**config.mk**
```make
export PLATFORM = sky130hd
export DESIGN_NAME = pqe_ctrl
export DESIGN_NICKNAME = d
export VERILOG_FILES = /design/src/sv/pqe_pkg.sv /design/src/sv/pqe_ctrl.sv
export VERILOG_INCLUDE_DIRS = /design/src /design/src/sv
export SDC_FILE = /design/constraint.sdc
export NUM_CORES = 1
export LEC_CHECK = 0
export ABC_AREA = 1
export BUFFER_PORTS_ARGS = -buffer_cell sky130_fd_sc_hd__buf_2
export CELL_PAD_IN_SITES_DETAIL_PLACEMENT = 1
export CELL_PAD_IN_SITES_GLOBAL_PLACEMENT = 2
export CORE_MARGIN = 5
export CORE_UTILIZATION = 24
export DETAILED_ROUTE_END_ITERATION = 16
export HOLD_SLACK_MARGIN = 0.15
export PLACE_DENSITY = 0.82
export SLEW_MARGIN = 30
export SYNTH_ARGS = -nofsm -noshare
export SYNTH_HDL_FRONTEND = slang
export SYNTH_SLANG_ARGS = --single-unit
```
**constraint.sdc**
```tcl
create_clock -name clk -period 1.5 [get_ports clk]
set_clock_uncertainty 0.1 [all_clocks]
set_input_delay 0.3 -clock clk [delete_from_list [all_inputs] [get_ports clk]]
set_output_delay 0.3 -clock clk [all_outputs]
set_load 0.005 [all_outputs]
```
**src/sv/assert_macros.svh**
```systemverilog
// Assertion helpers shared by the RTL files.
// Both expect clk and rst_n in the scope of use.
`ifndef ASSERT_MACROS_SVH
`define ASSERT_MACROS_SVH

// Same-cycle implication.
`define ASSERT_IMPL(label, ante, cons) \
  label: assert property (@(posedge clk) disable iff (!rst_n) (ante) |-> (cons)) \
    else $error("assertion failed");

// Next-cycle implication.
`define ASSERT_NEXT(label, ante, cons) \
  label: assert property (@(posedge clk) disable iff (!rst_n) (ante) |=> (cons)) \
    else $error("assertion failed");

`endif

```
**src/sv/pqe_pkg.sv**
```systemverilog
// ----------------------------------------------------------------------------
// pqe_pkg
// Shared types and constants of the polyline quad-strip expander.
// ----------------------------------------------------------------------------
package pqe_pkg;

  localparam int CoordW   = 32;
  localparam int ColorW   = 8;
  localparam int OffW     = 16;
  localparam int MagW     = 31;   // component magnitude after range shift
  localparam int RootW    = 32;
  localparam int QuotW    = 15;   // quotient never exceeds 16384
  localparam int NormFrac = 14;
  localparam int InDataW  = 88;
  localparam int OutDataW = 120;
  localparam int CntW     = 5;

  localparam logic [CntW-1:0] SqrtSteps = 5'd31;  // last count value
  localparam logic [CntW-1:0] DivSteps  = 5'd14;
  localparam logic [CntW-1:0] NumVerts  = 5'd5;
  localparam logic [QuotW-1:0] NormOne  = 15'd16384;

  typedef enum logic [3:0] {
    ST_IDLE,
    ST_DIFF,
    ST_SQX,
    ST_SQY,
    ST_SUM,
    ST_SQRT,
    ST_DINIT,
    ST_DIV,
    ST_EMIT
  } pqe_state_t;

  typedef struct packed {
    logic       capture;    // latch input point and color
    logic       first;      // input point becomes the previous point
    logic       diff;
    logic       sqx;
    logic       sqy;
    logic       sum;
    logic       sqrt_step;
    logic       div_init;
    logic       div_step;
    logic       emit;       // load one vertex into the output register
    logic [2:0] vidx;
    logic       vlast;
  } pqe_cmd_t;

  typedef struct packed {
    logic out_busy;         // output register holds a vertex not taken this cycle
  } pqe_sts_t;

endpackage

```
**src/sv/pqe_ctrl.sv**
```systemverilog
// ----------------------------------------------------------------------------
// pqe_ctrl
// Sequencer: accept, difference, squares, root, divide, six vertices.
// ----------------------------------------------------------------------------
`include "assert_macros.svh"

module pqe_ctrl (
  input  logic              clk,
  input  logic              rst_n,
  input  logic              in_tvalid,
  output logic              in_tready,
  input  logic              line_start,
  input  pqe_pkg::pqe_sts_t sts_i,
  output pqe_pkg::pqe_cmd_t cmd_o
);

  pqe_pkg::pqe_state_t state_r, state_nxt;
  logic [pqe_pkg::CntW-1:0] cnt_r, cnt_nxt;
  logic have_prev_r, have_prev_nxt;
  logic acc;

  always_ff @(posedge clk) begin
    if (!rst_n) begin
      state_r     <= pqe_pkg::ST_IDLE;
      cnt_r       <= '0;
      have_prev_r <= 1'b0;
    end else begin
      state_r     <= state_nxt;
      cnt_r       <= cnt_nxt;
      have_prev_r <= have_prev_nxt;
    end
  end

  always_comb begin
    state_nxt     = state_r;
    cnt_nxt       = cnt_r;
    have_prev_nxt = have_prev_r;
    cmd_o         = '0;
    in_tready     = 1'b0;
    acc           = 1'b0;
    case (state_r)
      pqe_pkg::ST_IDLE: begin
        in_tready = 1'b1;
        acc       = in_tvalid;
        if (acc) begin
          cmd_o.capture = 1'b1;
          if (line_start || !have_prev_r) begin
            cmd_o.first   = 1'b1;
            have_prev_nxt = 1'b1;
          end else begin
            state_nxt = pqe_pkg::ST_DIFF;
          end
        end
      end
      pqe_pkg::ST_DIFF: begin
        cmd_o.diff = 1'b1;
        state_nxt  = pqe_pkg::ST_SQX;
      end
      pqe_pkg::ST_SQX: begin
        cmd_o.sqx = 1'b1;
        state_nxt = pqe_pkg::ST_SQY;
      end
      pqe_pkg::ST_SQY: begin
        cmd_o.sqy = 1'b1;
        state_nxt = pqe_pkg::ST_SUM;
      end
      pqe_pkg::ST_SUM: begin
        cmd_o.sum = 1'b1;
        cnt_nxt   = '0;
        state_nxt = pqe_pkg::ST_SQRT;
      end
      pqe_pkg::ST_SQRT: begin
        cmd_o.sqrt_step = 1'b1;
        cnt_nxt         = cnt_r + 1'b1;
        if (cnt_r == pqe_pkg::SqrtSteps) begin
          state_nxt = pqe_pkg::ST_DINIT;
        end
      end
      pqe_pkg::ST_DINIT: begin
        cmd_o.div_init = 1'b1;
        cnt_nxt        = '0;
        state_nxt      = pqe_pkg::ST_DIV;
      end
      pqe_pkg::ST_DIV: begin
        cmd_o.div_step = 1'b1;
        cnt_nxt        = cnt_r + 1'b1;
        if (cnt_r == pqe_pkg::DivSteps) begin
          cnt_nxt   = '0;
          state_nxt = pqe_pkg::ST_EMIT;
        end
      end
      pqe_pkg::ST_EMIT: begin
        cmd_o.vidx = cnt_r[2:0];
        if (!sts_i.out_busy) begin
          cmd_o.emit = 1'b1;
          cnt_nxt    = cnt_r + 1'b1;
          if (cnt_r == pqe_pkg::NumVerts) begin
            cmd_o.vlast = 1'b1;
            state_nxt   = pqe_pkg::ST_IDLE;
          end
        end
      end
      default: state_nxt = pqe_pkg::ST_IDLE;
    endcase
  end

  `ASSERT_IMPL(a_emit_no_overwrite, cmd_o.emit, !sts_i.out_busy)
  `ASSERT_IMPL(a_emit_count, state_r == pqe_pkg::ST_EMIT, cnt_r <= pqe_pkg::NumVerts)
  `ASSERT_NEXT(a_div_follows_root, cmd_o.div_init, state_r == pqe_pkg::ST_DIV && cnt_r == '0)

endmodule

```
; Yosys cells after proc, flatten, opt, wreduce, memory -nomap -nowiden
; Cells that the tools add are included.
[word_totals]
inputBits = 5
output_inout_bits = 15
regBits = 10
word_cells = 54
[classes]
n_mux = 25
n_addsub = 1
reduce_logical = 8
n_eq_ne = 17
[op_table]
columns = cell, count
row1 = 4-bit one-hot mux with 9 select lines, 1
row2 = 4-bit two-way mux, 6
row3 = 5-bit one-hot mux with 4 select lines, 1
row4 = "4-bit by 3-bit == test with 1-bit output, second input constant", 4
row5 = 5-bit two-way mux, 3
row6 = 1-bit two-way mux, 12
row7 = "2-bit inequality test, second input constant", 6
row8 = "4-bit by 2-bit == test with 1-bit output, second input constant", 2
row9 = 6-bit AND reduction, 1
row10 = "5-bit by 1-bit adder with 5-bit output, second input constant", 1
row11 = "5-bit by 3-bit == test with 1-bit output, second input constant", 1
row12 = "5-bit by 4-bit == test with 1-bit output, second input constant", 1
row13 = "5-bit == test, second input constant", 1
row14 = "4-bit by 1-bit == test with 1-bit output, second input constant", 1
row15 = "4-bit == test, second input constant", 1
row16 = 4-bit logical NOT, 1
row17 = 2-bit two-way mux, 2
row18 = 4-bit nonzero test, 1
row19 = 3-bit AND reduction, 1
row20 = 2-bit AND reduction, 1
row21 = 2-bit OR reduction, 1
row22 = 1-bit logical NOT, 1
row23 = 1-bit logical OR, 1

; Depth between registers and ports, before layout
; Gate-level depths: netlist (run 1).
[logic_depth]
depth_word = 5
mapped_depth = 10
ltp_nobuf = 10

; Worst setup path after synthesis (run 1)
; OpenSTA, ideal clock, no wires.
[synth_path]
kind = register to register
startpoint = register cnt_r[0] (netlist name)
endpoint = register state_r[3]
synth_period_minus_slack_ns = 1.451
setup_ns = 0.115
arrival_ns = 1.235
slack_ns = 0.049
n_path_buf = 0
path_stages_with_launch = 9
required_ns = 1.285
path_cell_list = dfxtp_1 > ha_1 > inv_1 > nor2_1 > ha_1 > nand3b_1 > nand4_1 > o21ai_0 > inv_1
[synth_between]
elab_chain_len = 3
elab_cells_between_ends = 7
classes_between = eq/ne (6) / reduce/logical (1)
[synth_rtl]
columns = item, line_no
row1 = "start, declared", pqe_ctrl.sv:18  ; logic [pqe_pkg::CntW-1:0] cnt_r, cnt_nxt;
row2 = "start signal, assigned", pqe_ctrl.sv:29  ; cnt_r <= cnt_nxt;
row3 = 5-bit by 3-bit == test with 1-bit output (tied with other cells), pqe_ctrl.sv:97  ; if (cnt_r == pqe_pkg::NumVerts) begin
row4 = 2-bit inequality test (no line), --
row5 = 6-bit AND reduction (no line) *, --
row6 = "end signal, assigned", pqe_ctrl.sv:24  ; state_r <= pqe_pkg::ST_IDLE;
row7 = "end signal, assigned", pqe_ctrl.sv:28  ; state_r <= state_nxt;
row8 = "end, declared", pqe_ctrl.sv:17  ; pqe_pkg::pqe_state_t state_r, state_nxt;
; Every way passes the cells marked *; elsewhere a longest branch is shown, timed or not.
; A chain may end at the register's enable or synchronous reset.

==> impl_results.rst, run 1 <==
.. list-table::
   :header-rows: 1

   * - Metric
     - Value
   * - Power share of the sequential group
     - 0.195
   * - Crit share post-route
     - 1.10
   * - Instance count along the most critical hold path
     - 3
   * - Max rail drop VDD
     - 0.552 mV
   * - # rows
     - 20
   * - Area fraction in and, or, nand and nor cells after synthesis
     - 0.420
   * - Library cell with the highest instance count after synthesis
     - sky130_fd_sc_hd__nor2_1
   * - Mapped cell area
     - 738 µm²
   * - Post-route design area
     - 0.00139 mm²
   * - Worst Hold Path EP
     - cnt_r[0]
   * - Worst setup slack after layout
     - -0.147 ns
   * - Synthesized area divided by synthesized cell count
     - 6.65 µm²
   * - Worst hold path type
     - primary input to flop
   * - Count of boundary I/O pins
     - 20
   * - Biggest area consumer among synthesized cells
     - sky130_fd_sc_hd__dfxtp_1
   * - Number of antenna violations at the first check in global routing
     - 0
   * - Area growth syn-to-layout
     - 87.6%
   * - Final Max Tran Viols
     - 0
   * - Number of synthesized register bits
     - 10
   * - Critical Path Sink Type
     - output pin
   * - Fill cell total of the finished layout
     - 377
   * - Cell at the root of the clock tree
     - sky130_fd_sc_hd__clkbuf_4
   * - Bufs and invs on worst path
     - 3
   * - Post-Synthesis Net Count
     - 120
   * - Internal Pwr Total
     - 1.18 mW
   * - Required time at the worst-slack endpoint
     - 1.10 ns
   * - GRT Overall Usage
     - 0.128
   * - Number of vias after detailed routing
     - 923
   * - Data arrival time of the worst path
     - 1.25 ns
   * - Routed length per instance
     - 13.7 µm
   * - Instance area after placement
     - 950 µm²
   * - Asr flop ratio synth
     - 0
   * - Pin count of the biggest net entering global routing
     - 7
   * - Number of maximum-capacitance violations
     - 0
   * - Antenna fix cells
     - 0
   * - Number of synthesis warnings
     - 0
   * - Slowest cell on the critical path
     - sky130_fd_sc_hd__dfxtp_2
   * - Number of library cell types mapped by synthesis
     - 24
   * - Clock network power share
     - 0.121
   * - Mean number of vias per cell
     - 4.62
   * - List of cells traversed by the critical path
     - nor2_4, inv_2, nor2_4, inv_2, a211oi_2, buf_2
   * - Number of nets in the layout
     - 177
   * - Minimum period implied by the final worst setup slack
     - 1.65 ns
   * - Switching Share
     - 0.426
   * - Hold_buf cts
     - 0
   * - Final HPWL DP
     - 1.88 mm
   * - Synthesized-area fraction occupied by ao, oa, aoi and oai cells
     - 0.124
   * - Multi-input logic area
     - 617 µm²
   * - Layer with the highest usage
     - met2
   * - Count of port buffers added during placement
     - 19
   * - First-pass GRT wire length
     - 4.17 mm
   * - Instance count of the mapped netlist
     - 111
   * - Flop-to-flop setup slack
     - -0.10 ns
   * - Startpoint Class
     - flop
   * - Synth Area in XOR/XNOR
     - 0
   * - Detailed Routing Iterations Pass 1
     - 5
   * - Floorplan core area
     - 0.00300 mm²
   * - Share of the synthesized area in the top cell type
     - 0.271
   * - TritonCTS sink count
     - 10
   * - Logic gate share of total power
     - 0.684
   * - TritonCTS Buffers
     - 3
   * - Power per cell area
     - 1480 mW/mm²
   * - Cell family contributing the most delay on the critical path
     - flip-flops
   * - Leading post-synthesis cells by cell area
     - sky130_fd_sc_hd__dfxtp_1 27%, sky130_fd_sc_hd__nor2_1 12%, sky130_fd_sc_hd__inv_1 11%
   * - Final total power
     - 2.05 mW
   * - RSZ-0062 raised after global routing
     - yes
   * - Fraction of final layout cells with drive strength greater than 1
     - 0.677
   * - Total setup violations reported at the end of the flow
     - 23
   * - Violated checks
     - setup timing
   * - Final hold viol count
     - 0
   * - Antenna Nets Post-Route
     - 0
   * - Run status
     - complete, but fails checks
   * - Maximum level of the CTS H-tree
     - 1
   * - Slowest cell delay on critical path
     - 0.34 ns
   * - Largest family of logic cells by synthesized area
     - simple AND/OR/NAND/NOR gates
   * - Worst slew slack as a fraction of its limit
     - 0.802
   * - Hold Crit Start
     - rst_n
   * - Reg2Reg Capture Point
     - cnt_r[3]
   * - Die outline area
     - 0.00429 mm²
   * - Minimum hold slack
     - 0.186 ns
   * - Slew @ Worst Pin
     - 0.296 ns
   * - Starting Density
     - 0.246
   * - Overflow left after global routing
     - 0
   * - Post-synthesis share of cell area spent on full adders, half adders and majority gates
     - 0.0678
   * - Maximum net fanout on the critical path
     - 4
   * - Routability congestion estimate from global placement
     - 0.762
   * - GR Layer Usage met3
     - 0.0120
   * - Leakage power summed over all cells
     - 0.650 nW
   * - Vias in the first global route
     - 977
   * - Switching component of the power
     - 0.872 mW
   * - Sequential cell area
     - 213 µm²
   * - Wirelength, routed
     - 2.73 mm
   * - Count of routing violations after the opening detailed-route iteration
     - 9
   * - Reg-to-reg startpoint
     - state_r[1]
   * - Worst-Skew Late Latency
     - 0.27 ns
   * - Clock Path Buffers
     - 2
   * - Fmax
     - 0.607 GHz
   * - Post-synthesis sequential area ratio
     - 0.271
   * - Post-synth EDFFs
     - 0
   * - Clock-pin slew of the registers on the worst-case setup and hold paths
     - 0.07 ns
   * - Met2 Resource Use GR
     - 0.263
   * - Post-synth top cells
     - 24 x sky130_fd_sc_hd__nor2_1, 22 x sky130_fd_sc_hd__inv_1, 14 x sky130_fd_sc_hd__nand2_1, 10 x sky130_fd_sc_hd__dfxtp_1
   * - Proportion of synthesized area in mux cells
     - 0
   * - CTS tree
     - built
   * - GRT met1 Usage
     - 0.123
   * - Primary flip-flop cell chosen by synthesis mapping
     - sky130_fd_sc_hd__dfxtp_1
   * - Floorplan die height
     - 65.5 µm
   * - Worst Reg-to-Reg Cells
     - 8
   * - Worst setup path class
     - flop to output pin
   * - DRC viols
     - 0
   * - Overall die width
     - 65.5 µm
[power groups by stage]
stage / clock network, mW / registers (mW) / logic (mW)
final: 0.247 / 0.400 / 1.40
after global routing: 0.272 / 0.410 / 1.51
after CTS: 0.259 / 0.394 / 1.21
after detailed placement: 0 / 0.369 / 0.843
after global placement: 0 / 0.364 / 0.808
after floorplan: 0 / 0.397 / 0.454
[state kept, by name, summed over array words and instances (netlist names)]
signal,flops
cnt_r,5
state_r,4
have_prev_r,1
[worst min-delay path, delay by kind of cell]
| kind | cells | cell delay (ns) |
|---|---|---|
| buffers and inverters | 1 | 0.13 |
| AOI/OAI and AO/OA | 1 | 0.06 |
| and+or+nand+nor | 1 | 0.03 |
[stage by stage]
stage,util,setup TNS [ns],cells,worst slack (ns)
floorplan,-,0,111,0.0492
global placement,0.316,0,173,0.0161
detailed placement,0.316,-0.172,173,-0.0739
CTS,0.417,-1.48,193,-0.158
global route,0.461,-3.66,200,-0.233
finish,0.461,-1.75,200,-0.147
[cell type report]
| class | instances | share of cell area |
|---|---|---|
| Multi-Input combinational cell | 78 | 0.445 |
| Timing Repair Buffer | 52 | 0.277 |
| Sequential cell | 10 | 0.154 |
| Inverter | 23 | 0.0678 |
| Tap cell | 33 | 0.0298 |
| Clock buffer | 4 | 0.0262 |
[cells in the final DEF, fill, tap and decap left out]
master	Yosys	final
sky130_fd_sc_hd__ha_2	0	1
sky130_fd_sc_hd__buf_2	0	19
sky130_fd_sc_hd__clkbuf_4	0	3
sky130_fd_sc_hd__nor3b_2	1	1
sky130_fd_sc_hd__dfxtp_4	0	2
sky130_fd_sc_hd__nand3_1	5	3
sky130_fd_sc_hd__inv_4	0	3
sky130_fd_sc_hd__inv_2	1	11
sky130_fd_sc_hd__o21ai_4	1	1
sky130_fd_sc_hd__buf_6	0	11
sky130_fd_sc_hd__o21ai_0	2	1
sky130_fd_sc_hd__nand3b_1	3	3
sky130_fd_sc_hd__nand2_4	2	4
sky130_fd_sc_hd__nand2_2	2	2
sky130_fd_sc_hd__o21ai_2	0	1
sky130_fd_sc_hd__dfxtp_2	0	4
sky130_fd_sc_hd__nor2_2	1	9
sky130_fd_sc_hd__o21ai_1	1	1
sky130_fd_sc_hd__nand2_1	14	12
sky130_fd_sc_hd__nor2_1	24	12
sky130_fd_sc_hd__ha_4	0	3
sky130_fd_sc_hd__a31oi_1	2	2
sky130_fd_sc_hd__a21oi_1	5	2
sky130_fd_sc_hd__nand3_2	0	2
sky130_fd_sc_hd__a21boi_1	1	1
sky130_fd_sc_hd__a21oi_2	0	2
sky130_fd_sc_hd__nor3_1	4	2
sky130_fd_sc_hd__a21oi_4	0	1
sky130_fd_sc_hd__dfxtp_1	10	4
sky130_fd_sc_hd__o21a_1	1	1
sky130_fd_sc_hd__nor3_4	0	2
sky130_fd_sc_hd__inv_1	22	9
sky130_fd_sc_hd__nand4_1	1	1
sky130_fd_sc_hd__nor2_4	2	6
sky130_fd_sc_hd__a211oi_2	0	1
sky130_fd_sc_hd__nand3_4	1	1
sky130_fd_sc_hd__clkbuf_8	0	1
sky130_fd_sc_hd__buf_4	0	22
[cells by family (layout without fill, tap and decap cells)]
| family | Yosys count | after routing |
|---|---|---|
| AOI/OAI and AO/OA | 14 | 14 |
| DFF | 10 | 10 |
| buffers and inverters | 23 | 79 |
| adders and majority gates | 4 | 4 |
| and+or+nand+nor | 60 | 60 |
[layer usage]
metal,vias to the layer above,routed length (µm)
met4,0,56
met2,17,1640
met5,-,0
met1,440,964
met3,4,72
li1,462,-
[what timing repair did]
action                     CTS  global route
hold endpoints to repair     0             0
gates resized for setup     52            25
pin swaps                   21            17
buffers inserted            16             9
setup endpoints to repair   20            24
[worst max-delay path by stage]
stage,startpoint,end,cells after the start
after floorplan,cnt_r[0],state_r[3],8
after global placement,cnt_r[0],state_r[3],8
after detailed placement,cnt_r[1],state_r[3],8
after CTS,state_r[1],cmd_o[12],6
after global routing,state_r[1],cmd_o[12],6
final,state_r[1],cmd_o[12],6
(Power assumes the default switching activity.)
==> run 2: changes to the inputs <==
--- a/config.mk
+++ b/config.mk
@@ -6,7 +6,7 @@
 export SDC_FILE = /design/constraint.sdc
 export NUM_CORES = 1
 export LEC_CHECK = 0
-export ABC_AREA = 1
+export ABC_AREA = 0
 export BUFFER_PORTS_ARGS = -buffer_cell sky130_fd_sc_hd__buf_2
 export CELL_PAD_IN_SITES_DETAIL_PLACEMENT = 1
 export CELL_PAD_IN_SITES_GLOBAL_PLACEMENT = 2
@@ -14,7 +14,7 @@
 export CORE_UTILIZATION = 24
 export DETAILED_ROUTE_END_ITERATION = 16
 export HOLD_SLACK_MARGIN = 0.15
-export PLACE_DENSITY = 0.82
+export PLACE_DENSITY = 0.81
 export SLEW_MARGIN = 30
 export SYNTH_ARGS = -nofsm -noshare
 export SYNTH_HDL_FRONTEND = slang
==> impl_results.rst, run 2 <==
.. list-table::
   :header-rows: 1

   * - Metric
     - Value
   * - Run status
     - complete, but fails checks
   * - Violated checks
     - setup timing
   * - Synthesized area divided by synthesized cell count
     - 7.61 µm² (+14%)
   * - Internal Pwr Total
     - 0.910 mW (-23%)
   * - Final total power
     - 1.37 mW (-33%)
   * - TritonCTS sink count
     - 10 (unchanged)
   * - Number of antenna violations at the first check in global routing
     - 0 (unchanged)
   * - Final HPWL DP
     - 1.62 mm (-13%)
   * - Cell at the root of the clock tree
     - sky130_fd_sc_hd__clkbuf_4
   * - TritonCTS Buffers
     - 3 (unchanged)
   * - Maximum level of the CTS H-tree
     - 1 (unchanged)
   * - Sequential cell area
     - 210 µm² (-1.2%)
   * - Number of maximum-capacitance violations
     - 0 (unchanged)
   * - Number of synthesis warnings
     - 0 (unchanged)
   * - Antenna fix cells
     - 0 (unchanged)
   * - Final hold viol count
     - 0 (unchanged)
   * - GRT Overall Usage
     - 0.130 (+0.00178)
   * - Floorplan die height
     - 62.5 µm (-4.5%)
   * - Flop-to-flop setup slack
     - -0.37 ns (-0.27 ns)
   * - Area fraction in and, or, nand and nor cells after synthesis
     - 0.335 (-0.0857)
   * - Synthesized-area fraction occupied by ao, oa, aoi and oai cells
     - 0.195 (+0.0710)
   * - Count of port buffers added during placement
     - 19 (unchanged)
   * - Hold_buf cts
     - 0 (unchanged)
   * - Slew @ Worst Pin
     - 0.327 ns (+0.0308 ns)
   * - Switching Share
     - 0.334 (-0.0922)
   * - Hold Crit Start
     - rst_n
   * - Library cell with the highest instance count after synthesis
     - sky130_fd_sc_hd__nor2_1
   * - Post-synthesis sequential area ratio
     - 0.302 (+0.0313)
   * - Commonest non-fill, non-tap cell in the layout
     - sky130_fd_sc_hd__buf_4
   * - Clock Path Buffers
     - 2 (unchanged)
   * - Number of nets in the layout
     - 153 (-14%)
   * - Share of the synthesized area in the top cell type
     - 0.302 (+0.0313)
   * - Routed length per instance
     - 16.8 µm (+23%)
   * - Overall die width
     - 62.5 µm (-4.5%)
   * - Critical Path Sink Type
     - output pin
   * - Max rail drop VDD
     - 0.606 mV (+9.9%)
   * - CTS tree
     - built
   * - First-pass GRT wire length
     - 4.16 mm (-0.17%)
   * - Number of synthesized register bits
     - 10 (unchanged)
   * - Slowest cell delay on critical path
     - 0.56 ns (+0.22 ns)
   * - Fraction of final layout cells with drive strength greater than 1
     - 0.790 (+0.114)
   * - Count of boundary I/O pins
     - 20 (unchanged)
   * - Routability congestion estimate from global placement
     - 0.772 (+1.3%)
   * - Highest-count cells in the layout ignoring fill and taps
     - 18 x sky130_fd_sc_hd__buf_4, 17 x sky130_fd_sc_hd__buf_2, 16 x sky130_fd_sc_hd__buf_6
   * - Instance count of the mapped netlist
     - 87 (-22%)
   * - Instance area after placement
     - 916 µm² (-3.6%)
   * - Number of vias after detailed routing
     - 854 (-7.5%)
   * - Starting Density
     - 0.244 (-0.00160)
   * - Count of routing violations after the opening detailed-route iteration
     - 21 (+12)
   * - Flip-flop count of the largest register, all copies and words added
     - 5 (unchanged)
   * - Floorplan core area
     - 0.00271 mm² (-9.7%)
   * - List of cells traversed by the critical path
     - or4b_4, buf_6, nor2_1, buf_2
   * - Post-route insts no fill
     - 174 (-13%)
   * - Worst slew slack as a fraction of its limit
     - 0.782 (-0.0209)
   * - Area growth syn-to-layout
     - 133%
   * - Leakage power summed over all cells
     - 0.647 nW (-0.45%)
   * - Minimum hold slack
     - 0.294 ns (+0.108 ns)
   * - Wirelength, routed
     - 2.92 mm (+7.0%)
   * - Antenna Nets Post-Route
     - 0 (unchanged)
   * - Worst setup path class
     - flop to output pin
   * - Post-synthesis share of cell area spent on full adders, half adders and majority gates
     - 0.0756 (+0.00782)
   * - Number of library cell types mapped by synthesis
     - 30 (+25%)
   * - Pin count of the biggest net entering global routing
     - 11 (+4)
   * - Worst setup slack after layout
     - -0.425 ns (-0.278 ns)
   * - Required time at the worst-slack endpoint
     - 1.10 ns (about the same)
   * - Layout Utilization
     - 0.570 (+0.109)
   * - Final Max Tran Viols
     - 0 (unchanged)
   * - Worst hold path type
     - primary input to flop
   * - Fill cell total of the finished layout
     - 305 (-19%)
   * - Biggest area consumer among synthesized cells
     - sky130_fd_sc_hd__dfxtp_1
   * - Asr flop ratio synth
     - 0 (unchanged)
   * - Largest regs
     - cnt_r: 5 flops, state_r: 4 flops, have_prev_r: 1 flops
   * - Fmax
     - 0.519 GHz (-14%)
   * - Clock network power share
     - 0.189 (+0.068)
   * - Clock-pin slew of the registers on the worst-case setup and hold paths
     - 0.09 ns (+0.02 ns)
   * - Worst-Skew Late Latency
     - 0.28 ns (about the same)
   * - Leading post-synthesis cells by cell area
     - sky130_fd_sc_hd__dfxtp_1 30%, sky130_fd_sc_hd__ha_1 7.6%, sky130_fd_sc_hd__nor2_1 6.2%
   * - Synth Area in XOR/XNOR
     - 0 (unchanged)
   * - Minimum period implied by the final worst setup slack
     - 1.93 ns (+0.278 ns)
   * - Post-synth top cells
     - 11 x sky130_fd_sc_hd__nor2_1, 10 x sky130_fd_sc_hd__dfxtp_1
   * - Primary flip-flop cell chosen by synthesis mapping
     - sky130_fd_sc_hd__dfxtp_1
   * - Die outline area
     - 0.00391 mm² (-8.8%)
   * - Largest family of logic cells by synthesized area
     - simple AND/OR/NAND/NOR gates
   * - Total setup violations reported at the end of the flow
     - 24 (+4.3%)
   * - Post-synth EDFFs
     - 0 (unchanged)
   * - Overflow left after global routing
     - 0 (unchanged)
   * - Power share of the sequential group
     - 0.231 (+0.036)
   * - Proportion of synthesized area in mux cells
     - 0 (unchanged)
   * - Logic gate share of total power
     - 0.580 (-0.104)
   * - Maximum net fanout on the critical path
     - 5 (+1)
   * - Mean number of vias per cell
     - 4.91 (+6.3%)
   * - Crit share post-route
     - 1.28 (+0.186)
   * - Switching component of the power
     - 0.456 mW (-48%)
   * - DRC viols
     - 0 (unchanged)
   * - # rows
     - 19 (-5.0%)
   * - Slowest cell on the critical path
     - sky130_fd_sc_hd__or4b_4
   * - Power per cell area
     - 884 mW/mm² (-40%)
   * - Final-layout setup total negative slack
     - -6.68 ns (-4.94 ns)
   * - Post-Synthesis Net Count
     - 96 (-20%)
   * - Reg with most FFs
     - cnt_r
   * - Vias in the first global route
     - 918 (-6.0%)
   * - Data arrival time of the worst path
     - 1.53 ns (+0.28 ns)
   * - Reg-to-reg startpoint
     - state_r[2]
   * - Multi-input logic area
     - 699 µm² (+13%)
   * - Startpoint Class
     - flop
   * - Post-route design area
     - 0.00155 mm² (+12%)
   * - DP Cell Count
     - 150 (-13%)
   * - RSZ-0062 raised after global routing
     - yes
   * - Mapped cell area
     - 662 µm² (-10%)
   * - Detailed Routing Iterations Pass 1
     - 4 (-1)
   * - Pre-CTS WS
     - -0.254 ns (-0.181 ns)
   * - Setup crit start
     - state_r[2]
run 2: cell types whose count changed in the layout (fill, tap and decap cells not counted), moves of 4 or more:
cell                      before  now
sky130_fd_sc_hd__buf_4        22   18
sky130_fd_sc_hd__buf_6        11   16
sky130_fd_sc_hd__buf_8         0    5
sky130_fd_sc_hd__inv_1         9    5
sky130_fd_sc_hd__inv_2        11    0
sky130_fd_sc_hd__nand2_1      12    0
sky130_fd_sc_hd__nor2_1       12    4
sky130_fd_sc_hd__nor2_2        9    4
sky130_fd_sc_hd__nor3_2        0    4
run 2: cell families (layout without fill, tap and decap cells):
kind of cell / Yosys count / in the layout
AND/OR/NAND/NOR: 40 / 40
buffers and inverters: 13 / 69
flip-flops: 10 / 10
adder cells (fa/ha/maj): 4 / 4
AO/OA/AOI/OAI: 20 / 20
run 2: worst paths after layout:
check / end / cells past startpoint
worst max-delay path: cmd_o[0] / 4
worst min-delay path: state_r[0] / 2
worst max register to register: cnt_r[2] / 5
worst min register to register: have_prev_r / 1
run 2: what timing repair did:
action                     4_1_cts  5_1_grt
setup endpoints to repair       24       25
gates resized for setup         48       54
setup buffers                    8       14
pin swaps                       20       11
run 2: power groups by stage:
stage | clock, mW | sequential (mW) | combinational, mW
final | 0.258 | 0.315 | 0.792
after global routing | 0.292 | 0.321 | 0.848
after CTS | 0.261 | 0.309 | 0.537
after detailed placement | 0 | 0.308 | 0.356
after global placement | 0 | 0.305 | 0.349
after floorplan | 0 | 0.304 | 0.179
run 2: cell type report:
class | count | share of cell area
Clock buffer | 4 | 0.0235
Inverter | 6 | 0.0162
Multi-Input combinational cell | 64 | 0.453
Tap cell | 31 | 0.0251
Timing Repair Buffer | 59 | 0.347
Sequential cell | 10 | 0.136
run 2: metal layers:
metal	track usage	up-vias	wire, µm
met1	0.128	419	1180
met3	0.0342	4	72
met4	0.0557	0	29
met2	0.250	12	1640
met5	0	-	0
li1	-	419	-
run 2: critical path, delay by kind of cell, from the launching register on:
family                 cells  cell delay [ns]
buffers and inverters      2             0.27
DFF                        1             0.34
and+or+nand+nor            2             0.63
==> run 3: changes to the inputs <==
--- a/config.mk
+++ b/config.mk
@@ -7,14 +7,14 @@
 export NUM_CORES = 1
 export LEC_CHECK = 0
 export ABC_AREA = 0
-export BUFFER_PORTS_ARGS = -buffer_cell sky130_fd_sc_hd__buf_2
 export CELL_PAD_IN_SITES_DETAIL_PLACEMENT = 1
 export CELL_PAD_IN_SITES_GLOBAL_PLACEMENT = 2
 export CORE_MARGIN = 5
-export CORE_UTILIZATION = 24
+export CORE_UTILIZATION = 29
 export DETAILED_ROUTE_END_ITERATION = 16
+export DONT_BUFFER_PORTS = 1
 export HOLD_SLACK_MARGIN = 0.15
-export PLACE_DENSITY = 0.81
+export PLACE_DENSITY = 0.79
 export SLEW_MARGIN = 30
 export SYNTH_ARGS = -nofsm -noshare
 export SYNTH_HDL_FRONTEND = slang
==> impl_results.rst, run 3 (same netlist as run 2, synthesis figures left out) <==
.. list-table::
   :header-rows: 1

   * - Metric
     - Value
   * - Floorplan die height
     - 57.8 µm (-7.6%)
   * - Run status
     - complete, but fails checks
   * - Vias in the first global route
     - 795 (-13%)
   * - Pre-CTS WS
     - -0.279 ns (-0.0248 ns)
   * - TritonCTS sink count
     - 10 (unchanged)
   * - Overall die width
     - 57.8 µm (-7.6%)
   * - Antenna fix cells
     - 0 (unchanged)
   * - Commonest non-fill, non-tap cell in the layout
     - sky130_fd_sc_hd__buf_4
   * - Mean number of vias per cell
     - 5.24 (+6.8%)
   * - Routed length per instance
     - 17.9 µm (+6.8%)
   * - # rows
     - 17 (-2)
   * - Cell family contributing the most delay on the critical path
     - simple AND/OR/NAND/NOR gates
   * - Total setup violations reported at the end of the flow
     - 21 (-13%)
   * - Count of port buffers added during placement
     - 0 (-19)
   * - Die outline area
     - 0.00334 mm² (-15%)
   * - Starting Density
     - 0.302 (+0.0579)
   * - Power per cell area
     - 949 mW/mm² (+7.3%)
   * - Final HPWL DP
     - 1.46 mm (-9.7%)
   * - Slew @ Worst Pin
     - 0.477 ns (+0.150 ns)
   * - Count of boundary I/O pins
     - 20 (unchanged)
   * - Fraction of final layout cells with drive strength greater than 1
     - 0.684 (-0.106)
   * - Max rail drop VDD
     - 0.622 mV (+2.6%)
   * - Bufs and invs on worst path
     - 2 (unchanged)
   * - Number of vias after detailed routing
     - 760 (-11%)
   * - Critical Path Sink Type
     - output pin
   * - GRT Overall Usage
     - 0.139 (+0.00949)
   * - Overflow left after global routing
     - 0 (unchanged)
   * - Highest-count cells in the layout ignoring fill and taps
     - 21 x sky130_fd_sc_hd__buf_4, 10 x sky130_fd_sc_hd__buf_6, 5 x sky130_fd_sc_hd__nor2_4, 5 x sky130_fd_sc_hd__dfxtp_1
   * - TritonCTS Buffers
     - 3 (unchanged)
   * - Flip-flop count of the largest register, all copies and words added
     - 5 (unchanged)
   * - List of cells traversed by the critical path
     - buf_6, nor4_4, buf_4, and2_4, nor2b_4
   * - Final hold viol count
     - 0 (unchanged)
   * - Instance area after placement
     - 810 µm² (-12%)
   * - Maximum level of the CTS H-tree
     - 1 (unchanged)
   * - Antenna Nets Post-Route
     - 0 (unchanged)
   * - Worst hold path type
     - primary input to flop
   * - Number of antenna violations at the first check in global routing
     - 0 (unchanged)
   * - DRC viols
     - 0 (unchanged)
   * - Post-route design area
     - 0.00127 mm² (-18%)
   * - CTS tree
     - built
   * - Pin count of the biggest net entering global routing
     - 11 (unchanged)
   * - Largest regs
     - cnt_r: 5 flops, state_r: 4 flops, have_prev_r: 1 flops
   * - Number of maximum-capacitance violations
     - 0 (unchanged)
   * - Count of routing violations after the opening detailed-route iteration
     - 19 (-9.5%)
   * - First-pass GRT wire length
     - 3.61 mm (-13%)
   * - Floorplan core area
     - 0.00219 mm² (-19%)
   * - RSZ-0062 raised after global routing
     - yes
   * - Clock Path Buffers
     - 2 (unchanged)
   * - Worst-Skew Late Latency
     - 0.27 ns (about the same)
   * - Startpoint Class
     - flop
   * - Detailed Routing Iterations Pass 1
     - 4 (unchanged)
   * - Slowest cell on the critical path
     - sky130_fd_sc_hd__dfxtp_2
   * - Worst slew slack as a fraction of its limit
     - 0.682 (-0.0996)
   * - Final Max Tran Viols
     - 0 (unchanged)
   * - Fmax
     - 0.553 GHz (+6.5%)
   * - Violated checks
     - setup timing
   * - Routability congestion estimate from global placement
     - 0.793 (+2.6%)
   * - Worst setup path class
     - flop to output pin
   * - Area growth syn-to-layout
     - 91.5%
   * - Reg with most FFs
     - cnt_r
   * - Wirelength, routed
     - 2.60 mm (-11%)
   * - Leakage power summed over all cells
     - 0.474 nW (-27%)
   * - Data arrival time of the worst path
     - 1.41 ns (-0.12 ns)
   * - Cell at the root of the clock tree
     - sky130_fd_sc_hd__clkbuf_4
   * - Clock-pin slew of the registers on the worst-case setup and hold paths
     - 0.07 ns (-0.02 ns)
   * - Required time at the worst-slack endpoint
     - 1.10 ns (about the same)
   * - Worst setup slack after layout
     - -0.308 ns (+0.118 ns)
   * - Maximum net fanout on the critical path
     - 4 (-1)
   * - Number of nets in the layout
     - 127 (-17%)
   * - Crit share post-route
     - 1.21 (-0.0783)
   * - Slowest cell delay on critical path
     - 0.33 ns (-0.23 ns)
   * - Minimum period implied by the final worst setup slack
     - 1.81 ns (-0.118 ns)
==> run 3: worst reg2reg max path, delay by kind of cell, from the launching register on <==
family	cells	cell delay [ns]
compound gates	2	0.37
flops	1	0.33
simple gates	2	0.92
==> run 3: through the flow <==
step | setup TNS, ns | power (mW) | util | hold slack, ns | std cells
2_1_floorplan | -1.24 | 0.483 | - | 0.333 | 87
5_1_grt | -4.96 | 1.27 | 0.579 | 0.158 | 145
3_5_place_dp | -1.75 | 0.621 | 0.370 | 0.323 | 127
4_1_cts | -3.40 | 1.09 | 0.520 | 0.166 | 140
6_report | -3.97 | 1.20 | 0.579 | 0.159 | 145
3_3_place_gp | -1.53 | 0.612 | 0.370 | 0.320 | 127
==> run 3: final timing paths <==
kind	start	slack, ns	end	cells past startpoint
worst max-delay path	state_r[2]	-0.31	cmd_o[12]	5
worst min-delay path	sts_i	0.16	cnt_r[4]	3
worst max register to register	state_r[2]	-0.28	cnt_r[3]	4
worst min register to register	have_prev_r	0.37	have_prev_r	1
==> run 3: what timing repair did <==
| action | in CTS | in global routing |
|---|---|---|
| setup endpoints to repair | 23 | 24 |
| hold endpoints to repair | 8 | 0 |
| gates resized for setup | 60 | 19 |
| cloned | 0 | 0 |
| pin swaps | 15 | 6 |
| hold buffers | 1 | 0 |
| setup buffers | 8 | 5 |
==> run 3: per-layer routing <==
| layer | wire length, µm | up-vias | track usage |
|---|---|---|---|
| met5 | 0 | - | 0 |
| met4 | 42 | 0 | 0.0530 |
| met3 | 77 | 4 | 0.0290 |
| met2 | 1410 | 17 | 0.261 |
| met1 | 1070 | 376 | 0.151 |
| li1 | - | 363 | - |
==> run 3: cell type report <==
cell class                 count  area, µm²
inverter                       6       25.0
fill                         244        923
timing repair buffer          33        298
multi-input combinational     64        662
tap                           28       35.0
clock buffer                   4       36.3
sequential                    10        211
==> run 3: power breakdown <==
| group | switching [mW] | total [mW] | leakage (nW) | internal (mW) |
|---|---|---|---|---|
| clock network | 0.100 | 0.247 | 0.0210 | 0.147 |
| logic | 0.276 | 0.644 | 0.369 | 0.368 |
| registers | 0.0199 | 0.311 | 0.0841 | 0.291 |
| total | 0.396 | 1.20 | 0.474 | 0.806 |
